[src/pcqs_pkg.sv]
package pcqs_pkg;

  localparam int MaxPositionsDef = 256;
  localparam int QualityBinsDef  = 128;

  localparam logic [6:0] EmptyMin = 7'd127;

  typedef logic [31:0] cnt_t;
  typedef logic [38:0] sum_t;

  localparam logic [2:0] TALLY_A     = 3'd0;
  localparam logic [2:0] TALLY_C     = 3'd1;
  localparam logic [2:0] TALLY_G     = 3'd2;
  localparam logic [2:0] TALLY_T     = 3'd3;
  localparam logic [2:0] TALLY_OTHER = 3'd4;

  typedef struct packed {
    cnt_t            count;
    logic [6:0]      qmin;
    logic [6:0]      qmax;
    sum_t            total;
    cnt_t [4:0]      tally;
  } pos_row_t;

  typedef struct packed {
    logic       clear;
    logic       sum_en;
    logic       kset;
    logic       walk_en;
    logic [6:0] idx;
  } pcqs_walk_ctl_t;

  function automatic logic [2:0] tally_slot(input logic [7:0] letter);
    logic [7:0] u;
    u = letter;
    if (u >= 8'h61 && u <= 8'h7a) u = u - 8'd32;
    case (u)
      8'h41:   tally_slot = TALLY_A;
      8'h43:   tally_slot = TALLY_C;
      8'h47:   tally_slot = TALLY_G;
      8'h54:   tally_slot = TALLY_T;
      default: tally_slot = TALLY_OTHER;
    endcase
  endfunction

  function automatic cnt_t sat_inc(input cnt_t x);
    sat_inc = (x == '1) ? x : x + 32'd1;
  endfunction

endpackage

[src/pcqs_qsel.sv]
module pcqs_qsel (
  input  logic                    clk,
  input  pcqs_pkg::pcqs_walk_ctl_t ctl,
  input  pcqs_pkg::cnt_t          bin,
  output logic [2:0][8:0]         q_x4
);
  import pcqs_pkg::*;

  logic [38:0] n_r;
  logic [38:0] tot_r;
  logic [38:0] tot_nxt;
  logic [40:0] nm1;
  logic [40:0] q4 [3];
  logic [38:0] k_r [3];
  logic [1:0]  f_r [3];
  logic [6:0]  v_r [3];
  logic [6:0]  w_r [3];
  logic [2:0]  hv_r;
  logic [2:0]  hw_r;

  assign tot_nxt = tot_r + 39'(bin);
  assign nm1     = {2'b00, n_r} - 41'd1;
  assign q4[0]   = nm1;
  assign q4[1]   = {nm1[39:0], 1'b0};
  assign q4[2]   = {nm1[39:0], 1'b0} + nm1;

  always_ff @(posedge clk) begin
    if (ctl.clear) n_r <= '0;
    else if (ctl.sum_en) n_r <= n_r + 39'(bin);
    if (ctl.kset) begin
      tot_r <= '0;
      hv_r  <= '0;
      hw_r  <= '0;
      for (int j = 0; j < 3; j++) begin
        k_r[j] <= q4[j][40:2];
        f_r[j] <= q4[j][1:0];
        // w may never be found when the fraction is zero
        v_r[j] <= '0;
        w_r[j] <= '0;
      end
    end else if (ctl.walk_en) begin
      tot_r <= tot_nxt;
      for (int j = 0; j < 3; j++) begin
        if (!hv_r[j] && tot_nxt > k_r[j]) begin
          v_r[j]  <= ctl.idx;
          hv_r[j] <= 1'b1;
        end
        if (!hw_r[j] && {1'b0, tot_nxt} > ({1'b0, k_r[j]} + 40'd1)) begin
          w_r[j]  <= ctl.idx;
          hw_r[j] <= 1'b1;
        end
      end
    end
  end

  always_comb begin
    logic [9:0] q;
    for (int j = 0; j < 3; j++) begin
      q = {1'b0, v_r[j], 2'b00} + 10'(f_r[j]) * 10'(w_r[j] - v_r[j]);
      q_x4[j] = q[8:0];
    end
  end

endmodule

[config.mk]
export PLATFORM = sky130hd
export DESIGN_NAME = pcqs_qsel
export DESIGN_NICKNAME = d
export VERILOG_FILES = /design/src/pcqs_pkg.sv /design/src/pcqs_qsel.sv
export SDC_FILE = /design/constraint.sdc
export NUM_CORES = 1
export LEC_CHECK = 0
export BUFFER_PORTS_ARGS = -buffer_cell sky130_fd_sc_hd__buf_2
export CAP_MARGIN = 30
export CORE_MARGIN = 8
export CORE_UTILIZATION = 59
export DETAILED_ROUTE_END_ITERATION = 16
export MAX_ROUTING_LAYER = met4
export PLACE_DENSITY = 0.79
export RECOVER_POWER = 100
export SYNTH_ARGS = -nofsm -noshare
export SYNTH_HDL_FRONTEND = slang
export SYNTH_SLANG_ARGS = --single-unit
[constraint.sdc]
create_clock -name clk -period 5.3 [get_ports clk]
set_input_delay 0.265 -clock clk [delete_from_list [all_inputs] [get_ports clk]]
set_output_delay 0.265 -clock clk [all_outputs]
set_load 0.01 [all_outputs]
==> reports/results.txt <==
Fmax achieved: 0.194 GHz
number of synthesized flops with an enable pin: 122
Sink Count: 206
R2R cell count: 24
register area: 0.00535 sq mm
Largest delay share family, worst path: compound AO/OA/AOI/OAI gates
vias in the first global route: 20300
mapped cell area: 0.0223 sq mm
initial antenna violation count: 0
setup violators final: 0
CP Capture Type: flip-flop
DIE HEIGHT: 211 um
Rows: 71
placed cells: 3312
pre-CTS setup slack: -0.579 ns
Peak supply drop: 0.373 mV
hold depth: 3
Synthesized Nets: 3001
Post-synth top cells: 382 x ha_1, 217 x xnor2_1, 216 x nor2_1, 198 x inv_1, 172 x a21oi_1
global-route wire length before repair: 106000 um
Starting Density: 0.596
Synth area leader: ha_1
sequential area share after synthesis: 0.239
clk_lat worst skew: 0.56 ns
hpwl dp: 55200 um
Power Total: 11300 uW
count leader, synth: ha_1
fin util: 0.707
WS Path Type: reg2reg
Non-Filler Instances: 3377
Post-Synthesis Cells: 2554
CP peak stage delay: 0.49 ns
multi-input logic area: 0.0167 sq mm
gp weighted congestion: 1.01
Final Hold Viols: 0
final worst slack: 0.135 ns
Fin Hold WS: 0.155 ns
clock skew: 0.0292 ns
DRT iter0 DRCs: 1434
Final Cycle Share: 0.974
synthesis-stage register bit count: 206
CP max FO: 7
remaining global-route overflow: 0
CTS tree: done
worst slew pin tran: 3.57 ns
clk buf depth: 3
CP Launch Type: flip-flop
relative slew slack: -1.38
CP cell instances: ha_1 -> and3_4 -> buf_4 -> and2_0 -> a32oi_1 -> buf_4 -> or4_4 -> a311oi_4 -> o2111ai_2 -> nand2_2 -> xor2_2 -> buf_6 -> ha_1 -> nand4_1 -> inv_1 -> a221oi_2 -> buf_4 -> nand3_1 -> a2111oi_2 -> nor3_1 -> o311a_1 -> a21oi_4 -> buf_12 -> a21oi_4
post-synth cell types: 86
unrepaired setup endpoints after global routing: yes
Worst EP required: 5.60 ns
Leak: 0.0123 uW
Worst Path Buf+Inv: 6
Worst-path clk slew: 0.06 ns
core area: 0.0375 sq mm
Post-synth top flop: edfxtp_1
hold crit path type: in2reg
Pins Over Slew Limit: 67
syn avg cell area: 8.75 sq um
Root Buffer Master: clkbuf_16
Ports: 71
Pre-antenna DRT Iters: 5
Via density: 6.08
CTS Buf Count: 26
drt wl/cell: 20.2 um
area grow syn2layout: 18.7%
CTS H-tree lvls: 1
Period minus WS final: 5.16 ns
proportion of layout cells with a drive suffix above 1: 0.167
Filler cells: 2936
Die ar.: 0.0443 sq mm
number of port buffers: 69
cell area power density: 426 mW/mm^2
Total GRT Usage: 0.306
fin nets: 3293
FFs w/ async S/R, synth: 0
DRC: 0
Antenna Violating Nets Remaining: 0
Yosys top cell area share: 0.214
CP Data Arrival Time: 5.46 ns
Yosys warnings: 0
vias: 20500
max cap viols: 1
Routed WL: 68300 um
largest net degree at the start of global routing: 75
CP max stage cell: or4_4
ant diodes: 0
status: finished with violations
failing checks: max-capacitance violations, max-slew violations
Crit path depth: 24
Die X: 211 um
Synth area leaders: ha_1 21%, edfxtp_1 16%, xnor2_1 8.5%, dfxtp_1 7.5%, a21o_1 4.1%
most frequent CP cell: buf_4
-- per-stage QoR --
step | area, sq um | setup TNS (ns)
global placement | 24800 | -26.56
floorplan | 22300 | 0
detailed placement | 24800 | -39.12
CTS | 25900 | 0
finish | 26500 | 0
global route | 26500 | -1.73
-- where the power goes --
part	internal, uW	switching (uW)
logic	3120	3870
clock network	1090	773
registers	2090	357
-- tightest hold or removal path: stages --
cell     delay, ns
buf_2         0.19
mux2i_1       0.15
nor2_1        0.07
-- placed cells by master (no fill, tap or decap), drive strengths merged, types with 30 or more instances in the layout --
cell type	count
edfxtp	122
nand4	81
a21oi	174
xor2	61
o21a	40
inv	203
buf	307
a21o	122
mux2i	54
ha	382
nand2	155
nand3	88
dfxtp	84
nor2	216
xnor2	217
o21ai	73
nor3	47
nor4	30
-- worst paths after layout --
check                        start  slack (ns)              endpoint
min reg2reg   hv_r[0]$_SDFFE_PP0P_        0.47  hv_r[0]$_SDFFE_PP0P_
max reg2reg  tot_r[9]$_SDFFE_PP0P_        0.14  w_r[0][13]$_DFFE_PP_
min                         ctl[9]        0.15  n_r[29]$_SDFFE_PP0P_
max          tot_r[9]$_SDFFE_PP0P_        0.14  w_r[0][13]$_DFFE_PP_
-- flip-flops by register name (all words and copies together) (netlist names) --
register / flops
v_r: 21
f_r: 2
hw_r: 3
hv_r: 3
tot_r: 39
n_r: 39
k_r: 78
w_r: 21
-- layout make-up --
type | instances | share of cell area
Multi-Input combinational cell | 2105 | 0.629
Sequential cell | 206 | 0.202
Timing Repair Buffer | 308 | 0.0828
Inverter | 199 | 0.0282
Clock buffer | 28 | 0.0256
Tap cell | 511 | 0.0241
Clock inverter | 20 | 0.00835
-- routing by layer --
| layer | global-route usage | up-vias | routed length, um |
|---|---|---|---|
| met5 | - | - | 0 |
| met2 | 0.502 | 714 | 31700 |
| li1 | - | 9932 | - |
| met1 | 0.383 | 9731 | 29200 |
| met4 | 0.120 | 0 | 2910 |
| met3 | 0.0351 | 150 | 4420 |
-- cell families after synthesis --
kind of cell	synth area share
compound gates	0.170
xor+xnor	0.109
fa+ha+maj	0.233
buf+inv	0.0411
flops	0.239
mux	0.0252
other cells	0.000168
simple gates	0.182
-- repair_timing --
item                                    4_1_cts  5_1_grt
resized for setup                            31      102
endpoints found under the setup margin       87       95
buffers inserted                              3       15
pin swaps                                     9       54
hold buffers                                  0        0
Power figures use the tool's default switching activity.
